<file path="config.mk">
export PLATFORM = sky130hd
export DESIGN_NAME = upsc_palette_mem
export DESIGN_NICKNAME = d
export VERILOG_FILES = /design/src/hdl/upsc_pkg.sv /design/src/hdl/upsc_palette_mem.sv
export SDC_FILE = /design/constraint.sdc
export NUM_CORES = 2
export LEC_CHECK = 0
export BUFFER_PORTS_ARGS = -buffer_cell sky130_fd_sc_hd__buf_4
export CELL_PAD_IN_SITES_DETAIL_PLACEMENT = 1
export CELL_PAD_IN_SITES_GLOBAL_PLACEMENT = 1
export CORE_ASPECT_RATIO = 0.75
export CORE_MARGIN = 4
export CORE_UTILIZATION = 50
export DETAILED_ROUTE_END_ITERATION = 7
export PLACE_DENSITY_LB_ADDON = 0.2
export SKIP_CTS_REPAIR_TIMING = 1
export SYNTH_ARGS = -nofsm -noshare
export SYNTH_HDL_FRONTEND = slang
export SYNTH_SLANG_ARGS = --single-unit
export TNS_END_PERCENT = 10
</file>
<file path="constraint.sdc">
create_clock -name aclk -period 6.38 [get_ports aclk]
set_input_delay 0.957 -clock aclk [delete_from_list [all_inputs] [get_ports aclk]]
set_output_delay 0.957 -clock aclk [all_outputs]
set_load 0.05 [all_outputs]
</file>
<file path="src/hdl/upsc_pkg.sv">
// ----------------------------------------------------------------------------
// upsc_pkg
// types and constants shared by the heat-map upscaler modules
// ----------------------------------------------------------------------------
package upsc_pkg;

    // item kinds carried in s_tuser
    typedef enum logic [1:0] {
        KIND_SAMPLE  = 2'd0,
        KIND_PALETTE = 2'd1,
        KIND_PIXEL   = 2'd2
    } kind_t;

    // configuration register indexes
    typedef enum logic [2:0] {
        CFG_BILINEAR_MODE     = 3'd0,
        CFG_MIRROR_HORIZONTAL = 3'd1,
        CFG_MIRROR_VERTICAL   = 3'd2,
        CFG_COLUMN_STEP       = 3'd3,
        CFG_ROW_STEP          = 3'd4
    } cfg_index_t;

    // field widths
    localparam int KIND_W  = 2;
    localparam int INDEX_W = 10;
    localparam int WDATA_W = 16;
    localparam int COORD_W = 7;
    localparam int HEAT_W  = 8;
    localparam int COLOR_W = 16;
    localparam int STEP_W  = 7;

    // fixed point position format
    localparam int FRAC_BITS = 7;
    localparam int POS_W     = 2 * COORD_W;

    // reciprocal scaling for the nearest-neighbour block divide
    localparam int NEAR_SHIFT = 16;
    localparam int NEAR_W     = 24;

    // reset values of the configuration registers
    localparam logic              RST_BILINEAR_MODE     = 1'b1;
    localparam logic              RST_MIRROR_HORIZONTAL = 1'b1;
    localparam logic              RST_MIRROR_VERTICAL   = 1'b0;
    localparam logic [STEP_W-1:0] RST_COLUMN_STEP       = 7'd31;
    localparam logic [STEP_W-1:0] RST_ROW_STEP          = 7'd30;

    // result buffer sized to cover every request in the pipeline
    localparam int OUT_FIFO_DEPTH = 8;
    localparam int OUT_PTR_W      = $clog2(OUT_FIFO_DEPTH);

    // one result item
    typedef struct packed {
        logic [COLOR_W-1:0] pixel_color;
        logic [COORD_W-1:0] display_column;
        logic [COORD_W-1:0] display_row;
    } out_item_t;

endpackage

</file>
<file path="src/hdl/upsc_palette_mem.sv">
// ----------------------------------------------------------------------------
// upsc_palette_mem
// rgb565 palette store with one write port and one registered read port
// ----------------------------------------------------------------------------
module upsc_palette_mem
    import upsc_pkg::*;
#(
    parameter int DEPTH = 256
) (
    input  logic                     aclk,
    input  logic                     we,
    input  logic [$clog2(DEPTH)-1:0] waddr,
    input  logic [COLOR_W-1:0]       wdata,
    input  logic [$clog2(DEPTH)-1:0] raddr,
    output logic [COLOR_W-1:0]       rdata
);

    logic [COLOR_W-1:0] pal_mem [DEPTH];

    // write port
    always_ff @(posedge aclk) begin
        if (we) begin
            pal_mem[waddr] <= wdata;
        end
    end

    // registered read
    always_ff @(posedge aclk) begin
        rdata <= pal_mem[raddr];
    end

endmodule

</file>
# [Word level (Yosys, flattened, before mapping)]
# Memory sizes are Yosys's and may differ from the RTL's. A register that Yosys moved wholly into a read port is not among the register bits.
# Index checks and enable logic that the tools add are counted.
[word_totals] register_bits=0 ram_bits=4096 mem_count=1 wordCells=3
[memory_table] memory="pal_mem" words=256 word_bits=16 read_ports=1 rd_clocked_by_memory_dff=1 wr=1 line="upsc_palette_mem.sv:18" source="logic [COLOR_W-1:0] pal_mem [DEPTH];"
[op_classes] n_mux=2
[op_table] cell="$mux W1" count=2

# [Logic depth before layout (Yosys ltp)]
[logic_depth] word_depth=2 mapped_depth=12 depth_no_buf=6

# [Worst setup path after synthesis]
# No wires, ideal clock.
[synth_timing] path_kind="input-to-reg" start="input port waddr[3]" end="memory pal_mem[235][0] (enable)" t_required_ns=5.992 arrival_ns=2.734 path_buffers=3 path_stages=6 slack_ns=3.258 setup_time_ns=0.388 cell_sequence="clkbuf_1 nor2b_1 clkbuf_1 nand4_1 clkbuf_1 nor2_1"
[synth_rtl] item="start, declared" line="upsc_palette_mem.sv:12" source="input logic [$clog2(DEPTH)-1:0] waddr,"
[synth_rtl] item="end, declared" line="upsc_palette_mem.sv:18"
# Straight into the memory's write port.

==> run_results.csv <==
group,metric,value,unit
cts,cts_tree,"built",
sta,fin_skew,0.0520,ns
power_and_ir_drop,p_total,55.5,mW
grt,grt_pass1_wl,640000,um
grt,grtUsageTotal,0.277,
final_layout,drive_gt1_frac,0.245,
placement,place_ws,0.968,ns
worst_setup_path,crit_required,7.16,ns
worst_setup_path,slowest_delay,0.73,ns
cts,path_clk_slew,0.06,ns
die,die-width,659,um
die,core_area,315000,um2
final_layout,fill_cells,26400,
sta,setup_viol_count_final,0,
logic_synthesis,ys_types,52,
cts,htree_levels,5,
final_layout,nets,7791,
sta,slew_headroom,0.0119,
die,die_h,496,um
worst_setup_path,rrSetupSlack,2.99,ns
final_layout,finalNonFillerCells,12300,
drt,vias_per_cell,6.59,
final_layout,fin_util,0.566,
placement,dpl_cell_area,166000,um2
logic_synthesis,synth_nets,7394,
min_path,hold_path_class,"input port to flip-flop",
power_and_ir_drop,leakagePower,56.2,nW
logic_synthesis,syn_area_per_cell,21.6,um2
cts,clkSinkCount,4112,
cts,clock_path_buffers,4,
logic_synthesis,synth_seq_cells,4112,
worst_setup_path,critPathLaunchType,"input port",
final_layout,syn2layout_area_growth,12.2,%
status,status,"complete, but fails checks",
job,maxCapViolations,1,
power_and_ir_drop,power.density,312,nW/um2
sta,worst_slew_pin_slew,1.47,ns
drt,num_vias,81100,
drt,drtAntennaViolNets,0,
drt,drt-total-wl,455000,um
final_layout,multi_input_area,33000,um2
final_layout,ff_latch_area,123000,um2
sta,finalSetupTns,0,ns
sta,setup_ws,1.80,ns
logic_synthesis,yosys_warnings,0,
sta,period_needed,4.58,ns
sta,slew_violations,0,
die,rows,178,
cts,cts_made_buffers,392,
placement,gp_congestion,0.884,
logic_synthesis,seq_area_frac_synth,0.777,
grt,first_global_vias,81400,
placement,port_buffers,49,
worst_setup_path,crit_path_cell_trace,"buf_8 -> nand2b_4 -> buf_12 -> buf_4 -> o221ai_1 -> o22ai_1 -> a21oi_1 -> nand4_1 -> nor4_1",
die,start_util,0.504,
sta,finalHoldWorstSlack,0.459,ns
drt,drc,0,
final_layout,most-common-layout-cells,"edfxtp_1, mux4_2, mux2i_1, clkbuf_16, buf_4",
worst_setup_path,critPathBufInv,3,
status,violations,"capacitance limit",
worst_setup_path,crit_path_max_fanout,82,
worst_setup_path,cp-end-kind,"flip-flop",
cts,cts_root_buf,"clkbuf_16",
sta,hold_viol_final,0,
worst_setup_path,cp_slowest_cell,"nand4_1",
worst_setup_path,cp_top_family,"simple AND/OR/NAND/NOR gates",
grt,grt_max_degree,180,
sta,rsz0062_at_grt,"false",
sta,fmax,218,MHz
drt,drt_iter0_drc,12500,
cts,clock_latency,0.92,ns
placement,numPlacedInstances,11600,
grt,grt.overflow.total,0,
grt,antenna_found_initial,35,
sta,fin_crit_sh,0.718,
drt,wl_per_cell,36.9,um
worst_setup_path,critical_path_class,"input port to flip-flop",
die,die-area,327000,um2
final_layout,design_area,178000,um2
die,io_pins,50,
logic_synthesis,syn_inst,7360,
placement,hpwl,269000,um
logic_synthesis,syn_area,159000,um2
power_and_ir_drop,ir_worst_vdd,0.258,mV
drt,first_pass_iters,8,
final_layout,final_common_cell,"edfxtp_1",
worst_setup_path,cp_data_arrival_time,5.37,ns
==> area by class of cell <==
type,count,area share
Antenna cell,18,0.000253
Clock buffer,477,0.0586
Clock inverter,232,0.0107
Inverter,4,0.000155
Multi-Input combinational cell,2792,0.185
Sequential cell,4112,0.692
Tap cell,4230,0.0297
Timing Repair Buffer,455,0.0230
==> logic make-up after synthesis <==
logic type	after synthesis	synth area share
flops	4112	0.777
compound gates	786	0.0354
buf+inv	456	0.0169
mux	1450	0.155
simple gates	556	0.0157
==> final timing paths <==
path                            depth (start not counted)       startpoint               to
worst min-delay path                                    1         wdata[7]  pal_mem[127][7]
worst min register to register                          6  pal_mem[218][5]         rdata[5]
worst max-delay path                                    9         raddr[1]        rdata[13]
worst max register to register                          6    pal_mem[2][5]         rdata[5]
==> routing by layer <==
metal / wire length, um / vias to the layer above / track usage
li1: - / 32100 / -
met1: 191000 / 43900 / 0.425
met2: 203000 / 4513 / 0.404
met3: 46800 / 622 / 0.0596
met4: 13500 / 8 / 0.0814
met5: 58 / - / 0
==> registers in the layout, indices dropped and copies added (netlist names) <==
register / flops
rdata: 16
pal_mem: 4096
==> synth_stat cells, drive strengths merged <==
master	instances	area (um2)
nand4b	3	26.3
a21oi	175	876
a22o	32	280
a2111oi	6	52.6
nor3b	1	7.51
nand2b	3	18.8
nor2b	9	56.3
a21o	2	15.0
nand2	38	143
or4b	1	10.0
and4	2	17.5
a211oi	18	135
inv	4	15.0
clkbuf	230	863
nor4bb	2	20.0
a22oi	43	323
or2	5	31.3
edfxtp	4096	123000
o32ai	21	191
mux4	797	17900
o22ai	148	926
a221oi	28	245
and3	11	68.8
nand3b	1	7.51
o31ai	16	120
nor4	18	119
nand3	35	175
o221ai	253	2220
nor3	92	460
or3b	1	8.76
mux2i	565	5660
dfxtp	16	320
nand4	26	163
buf	222	1810
nor2	304	1140
or3	2	12.5
and2	2	12.5
o21ai	38	190
mux2	88	991
a31oi	6	37.5
==> power by group <==
group          leakage, nW  total (mW)  switching (mW)  internal (mW)
Sequential            36.9        29.8          0.0659           29.8
Clock                 6.05        22.8            9.92           12.9
Combinational         13.2        2.92            1.99          0.931
Total                 56.2        55.5            12.0           43.6
Power figures use the tool's default switching activity.
