===== src/hdl/upsc_pkg.sv =====
// ----------------------------------------------------------------------------
// upsc_pkg
// types and constants shared by the heat-map upscaler modules
// ----------------------------------------------------------------------------
package upsc_pkg;

    // item kinds carried in s_tuser
    typedef enum logic [1:0] {
        KIND_SAMPLE  = 2'd0,
        KIND_PALETTE = 2'd1,
        KIND_PIXEL   = 2'd2
    } kind_t;

    // configuration register indexes
    typedef enum logic [2:0] {
        CFG_BILINEAR_MODE     = 3'd0,
        CFG_MIRROR_HORIZONTAL = 3'd1,
        CFG_MIRROR_VERTICAL   = 3'd2,
        CFG_COLUMN_STEP       = 3'd3,
        CFG_ROW_STEP          = 3'd4
    } cfg_index_t;

    // field widths
    localparam int KIND_W  = 2;
    localparam int INDEX_W = 10;
    localparam int WDATA_W = 16;
    localparam int COORD_W = 7;
    localparam int HEAT_W  = 8;
    localparam int COLOR_W = 16;
    localparam int STEP_W  = 7;

    // fixed point position format
    localparam int FRAC_BITS = 7;
    localparam int POS_W     = 2 * COORD_W;

    // reciprocal scaling for the nearest-neighbour block divide
    localparam int NEAR_SHIFT = 16;
    localparam int NEAR_W     = 24;

    // reset values of the configuration registers
    localparam logic              RST_BILINEAR_MODE     = 1'b1;
    localparam logic              RST_MIRROR_HORIZONTAL = 1'b1;
    localparam logic              RST_MIRROR_VERTICAL   = 1'b0;
    localparam logic [STEP_W-1:0] RST_COLUMN_STEP       = 7'd31;
    localparam logic [STEP_W-1:0] RST_ROW_STEP          = 7'd30;

    // result buffer sized to cover every request in the pipeline
    localparam int OUT_FIFO_DEPTH = 8;
    localparam int OUT_PTR_W      = $clog2(OUT_FIFO_DEPTH);

    // one result item
    typedef struct packed {
        logic [COLOR_W-1:0] pixel_color;
        logic [COORD_W-1:0] display_column;
        logic [COORD_W-1:0] display_row;
    } out_item_t;

endpackage


===== src/hdl/upsc_out_fifo.sv =====
// ----------------------------------------------------------------------------
// upsc_out_fifo
// result buffer between the pipeline and the master side
// ----------------------------------------------------------------------------
module upsc_out_fifo
    import upsc_pkg::*;
(
    input  logic      aclk,
    input  logic      aresetn,
    input  logic      push,
    input  out_item_t push_item,
    input  logic      pop_ready,
    output logic      head_valid,
    output out_item_t head_item
);

    out_item_t              buf_reg [OUT_FIFO_DEPTH];
    logic [OUT_PTR_W-1:0]   wr_ptr_reg, wr_ptr_next;
    logic [OUT_PTR_W-1:0]   rd_ptr_reg, rd_ptr_next;
    logic [OUT_PTR_W:0]     count_reg, count_next;
    logic                   pop;

    assign head_valid = (count_reg != '0);
    assign head_item  = buf_reg[rd_ptr_reg];
    assign pop        = head_valid && pop_ready;

    // pointer and fill bookkeeping
    always_comb begin
        wr_ptr_next = push ? OUT_PTR_W'(wr_ptr_reg + 1'b1) : wr_ptr_reg;
        rd_ptr_next = pop ? OUT_PTR_W'(rd_ptr_reg + 1'b1) : rd_ptr_reg;
        count_next  = count_reg;
        if (push && !pop) begin
            count_next = (OUT_PTR_W + 1)'(count_reg + 1'b1);
        end else if (pop && !push) begin
            count_next = (OUT_PTR_W + 1)'(count_reg - 1'b1);
        end
    end

    always_ff @(posedge aclk) begin
        if (!aresetn) begin
            wr_ptr_reg <= '0;
            rd_ptr_reg <= '0;
            count_reg  <= '0;
        end else begin
            wr_ptr_reg <= wr_ptr_next;
            rd_ptr_reg <= rd_ptr_next;
            count_reg  <= count_next;
        end
    end

    // storage, no reset needed
    always_ff @(posedge aclk) begin
        if (push) begin
            buf_reg[wr_ptr_reg] <= push_item;
        end
    end

endmodule


===== config.mk =====
export PLATFORM = sky130hd
export DESIGN_NAME = upsc_out_fifo
export DESIGN_NICKNAME = d
export VERILOG_FILES = /design/src/hdl/upsc_pkg.sv /design/src/hdl/upsc_out_fifo.sv
export SDC_FILE = /design/constraint.sdc
export NUM_CORES = 1
export LEC_CHECK = 0
export BUFFER_PORTS_ARGS = -buffer_cell sky130_fd_sc_hd__clkbuf_2
export CORE_UTILIZATION = 55
export CTS_CLUSTER_DIAMETER = 120
export DETAILED_ROUTE_END_ITERATION = 8
export GPL_TIMING_DRIVEN = 0
export PLACE_DENSITY = 0.73
export SLEW_MARGIN = 40
export SYNTH_ARGS = -nofsm -noshare
export SYNTH_HDL_FRONTEND = slang
export SYNTH_SLANG_ARGS = --single-unit

===== constraint.sdc =====
create_clock -name aclk -period 8.3 [get_ports aclk]
set_input_delay 0.83 -clock aclk [delete_from_list [all_inputs] [get_ports aclk]]
set_output_delay 0.83 -clock aclk [all_outputs]
set_load 0.005 [all_outputs]

Word level (Yosys, flattened, before mapping)
Memories as Yosys holds them, arrays and structs flattened. A register that Yosys moved wholly into a read port is not among the register bits.
Cells that the tools add are included.

storage, ports and cells
  register bits = 10
  latch bits = 0
  RAM bits = 240
  bits in read-only memories = 0
  bits of input ports = 34
  memories = 1

cells by class
  $add $sub $neg = 4
  multipliers = 0
  divide/modulo/power cells = 0
  magnitude comparators = 0
  eq/ne operators = 0
  shifts and indexed selects = 0
  multiplexer cells = 6
  bitwise operators = 0
  reductions and logical operators = 7

memory list
  name     depth  bits a word  rd ports  clocked after Yosys merged registers in  wr ports  RTL line             source
  buf_reg  8      30           1         1                                        1         upsc_out_fifo.sv:17  out_item_t buf_reg [OUT_FIFO_DEPTH];

operators with widths
  operator                                                             number
  4-bit 2-to-1 mux                                                     2
  3-bit by 1-bit adder with 3-bit output (second input constant)       2
  3-bit 2-to-1 mux                                                     2
  4-bit by 1-bit adder with 4-bit output (second input constant)       1
  4-bit nonzero test                                                   1
  4-bit by 1-bit subtractor with 4-bit output (second input constant)  1
  1-bit logical AND                                                    3
  1-bit logical NOT                                                    2
  1-bit 2-to-1 mux                                                     2
  2-bit nonzero test                                                   1

Logic depth before layout (Yosys ltp)
  depth in word-level cells = 5
  gate-level depth with buffers = 9
  mapped depth without buffers = 9

Least setup slack after synthesis
Ideal clock, no wire load.

  kind = input to register
  start = input push
  end = memory buf_reg[0][0] in the netlist's numbering (enable)
  setup time = 0.455 ns
  arrival time = 2.997 ns
  required time = 7.845 ns
  slack = 4.849 ns
  stages on the path = 2
  path buffers = 0
  path through = nand2b_1 > nor3_1

on the way
  longest elaborated chain between the ends = 2

ends and longest elaborated chain
  element                                 RTL line             source
  start: declaration                      upsc_out_fifo.sv:10  input logic push,
  1-bit 2-to-1 mux                        upsc_out_fifo.sv:53  if (push) begin
  1-bit 2-to-1 mux (implied by the code)  upsc_out_fifo.sv:54  buf_reg[wr_ptr_reg] <= push_item;
  end: declaration                        upsc_out_fifo.sv:17

Every way passes these cells.

==> results.sh <==
export IMPL_dp_hpwl_mm=12.02
export IMPL_synth_main_ff_cell="edfxtp_1"
export IMPL_r2r_slack_ns=5.78
export IMPL_core_area_um2=17420
export IMPL_finalNonFillerCells=774
export IMPL_areaGrowthSynthToFinish_pct=16.80
export IMPL_crit_path_max_incr_delay_ns=0.55
export IMPL_rr_worst_depth=9
export IMPL_antenna_cells=0
export IMPL_min_period_ns=3.353
export IMPL_crit_chain="clkbuf_1, clkbuf_1, mux4_1, mux2_2, clkbuf_2"
export IMPL_yosysWarnings=0
export IMPL_grt_use_total_pct=21.05
export IMPL_synth_top_area_cell="edfxtp_1"
export IMPL_ys_seq_area_share_pct=75.61
export IMPL_drc=0
export IMPL_ys_top_cells_by_area="edfxtp_1 (73%), mux4_1 (16%), mux2_2 (3.4%)"
export IMPL_syn_area_um2=9876
export IMPL_slew_violations=0
export IMPL_clockPowerShare_pct=32.2
export IMPL_period_share_pct=40.39
export IMPL_fmax_mhz=298.3
export IMPL_grt_max_degree=15
export IMPL_cp_depth=5
export IMPL_cts_tree="done"
export IMPL_antenna_found_initial=0
export IMPL_drive_gt1_share_pct=30.24
export IMPL_ys_types=25
export IMPL_p_int_w=0.002349
export IMPL_num_rows=48
export IMPL_cts_setup_buffers=0
export IMPL_final_core_util_pct=66.23
export IMPL_root_buffer="clkbuf_16"
export IMPL_final_common_cell="edfxtp_1"
export IMPL_place_inst=728
export IMPL_ctsHtreeMaxLevel=1
export IMPL_die_h_um=136
export IMPL_hold_viol_final=0
export IMPL_gp_congestion=0.6659
export IMPL_worstPathBufferInverterCount=3
export IMPL_async_flop_share_pct=0
export IMPL_grt_busiest_layer="met2"
export IMPL_cp_required_ns=7.47
export IMPL_hold_class="reg -> reg"
export IMPL_status="complete, no violations"
export IMPL_grt_overflow_total=0
export IMPL_antenna_left=0
export IMPL_syn_inst=416
export IMPL_drt_pass1_iterations=5
export IMPL_grt_pass1_vias=4687
export IMPL_crit_slowest_cell="clkbuf_1"
export IMPL_path_delay_family="buffers and inverters"
export IMPL_tns_ns=0
export IMPL_cp_end_kind="output pin"
export IMPL_gr_usage_met2_pct=36.10
export IMPL_pwr_share_seq_pct=47.3
export IMPL_rsz0062_at_grt="false"
export IMPL_postCtsHoldBufs=0
export IMPL_arrival_ns=2.52
export IMPL_power_switching_w=0.0007514
export IMPL_cts_buffers=25
export IMPL_final_cell_mix="edfxtp_1 (240), clkbuf_2 (64), mux4_1 (60)"
export IMPL_powerDensity_nw_per_um2=268.7
export IMPL_crit_type="reg -> out"
export IMPL_syn_area_per_cell_um2=23.74
export IMPL_die_area_um2=18500
export IMPL_synth_edf_count=240
export IMPL_setup_viol=0
export IMPL_use_met1_pct=27.64
export IMPL_via_per_inst=5.853
export IMPL_port_buffers=64
export IMPL_leakage_nw=3.904
export IMPL_cts_clk_slew_worst_paths_ns=0.06
export IMPL_drv_cap=0
export IMPL_worst_pin_slew_ns=0.8390
export IMPL_first_iter_violations=364
export IMPL_skew_ns=0.008426
export IMPL_crit_top_cell="clkbuf_1"
export IMPL_min_path_cells=2
export IMPL_die_w_um=136
export IMPL_post_cts_resize_count=0
export IMPL_ir_drop_v=0.0002075
export IMPL_switching_share_pct=24.24
export IMPL_wl_per_cell_um=23.98
export IMPL_max_slew_margin_rel_pct=44.06
export IMPL_pin_count=65
export IMPL_vias=4530
export IMPL_drt_wl_total_mm=18.56
export IMPL_yosysTopAreaCellShare_pct=72.98
export IMPL_largest_register_ffs=240
export IMPL_start_util_pct=56.70
export IMPL_p_comb_share_pct=20.5
export IMPL_synth_seq_cells=253
export IMPL_worst_skew_pair_late_latency_ns=0.52
export IMPL_grt_pass1_wl_mm=27.66
export IMPL_cts_sinks=253
export IMPL_syn_num_nets=456
export IMPL_holdWs_ns=0.4903
export IMPL_cp_start_kind="flop"
export IMPL_cp_max_fo=10
export IMPL_total_power_w=0.003100
export IMPL_clock_path_buffers=3
export IMPL_layout_nets=570
export IMPL_use_met3_pct=3.654
==> routing by layer <==
layer,share of wire [%],up-vias
met4,1.9,0
met3,5.0,32
met2,52,116
met5,0,-
li1,-,2022
met1,41,2360
==> power by group through the flow <==
| stage | logic, W | registers (W) | clock network [W] |
|---|---|---|---|
| finish | 0.000635 | 0.00147 | 0.000999 |
| global route | 0.000688 | 0.00147 | 0.00106 |
| CTS | 0.000646 | 0.00147 | 0.00102 |
| detailed placement | 0.000640 | 0.00149 | 0 |
| global placement | 0.000611 | 0.00149 | 0 |
| floorplan | 0.000437 | 0.00149 | 0 |
==> final cells by class <==
cell class,count,area (um^2)
fill,1123,5882
clock buffer,31,648.1
multi-input combinational,143,2336
timing repair buffer,87,601.8
inverter,1,3.754
tap,225,281.5
sequential,253,7467
clock inverter,15,72.57
buffer,19,123.9
==> worst paths after layout <==
check	start	end
worst max register to register	count_reg[1]	count_reg[3]
worst max-delay path	flop	head_item[28]
worst min register to register	count_reg[3]	count_reg[3]
worst min-delay path	count_reg[3]	count_reg[3]
==> logic make-up after synthesis <==
family                     count (synthesis)  share of synthesized area [%]
DFF                                      253                          75.61
and+or+nand+nor                           33                          1.723
xor gates and xnor gates                   6                         0.5321
muxes                                     93                          19.69
AOI/OAI and AO/OA                          5                         0.3167
adders and majority gates                  6                         0.8362
buffers and inverters                     20                          1.292
==> worst min-delay path, stage by stage, from the launching register on <==
cell and delay (ns):
dfxtp_1 0.32, nand2_1 0.06, mux2i_1 0.06
==> stage by stage <==
step,setup WS [ns],instance area [um^2]
after CTS,4.865,11530
after floorplan,4.849,9876
after global placement,2.531,10480
after detailed placement,5.511,10810
after global routing,4.794,11530
final,4.947,11530
==> cell usage after synthesis, drive strengths merged (2+ instances only) <==
master / instances
clkbuf: 12
mux4: 60
mux2: 30
buf: 7
nor2b: 2
nor3: 2
nand3: 3
edfxtp: 240
nor2: 7
dfxtp: 13
nand2: 7
nand2b: 4
xnor2: 5
mux2i: 3
and2: 7
ha: 5
(Power assumes the default switching activity.)
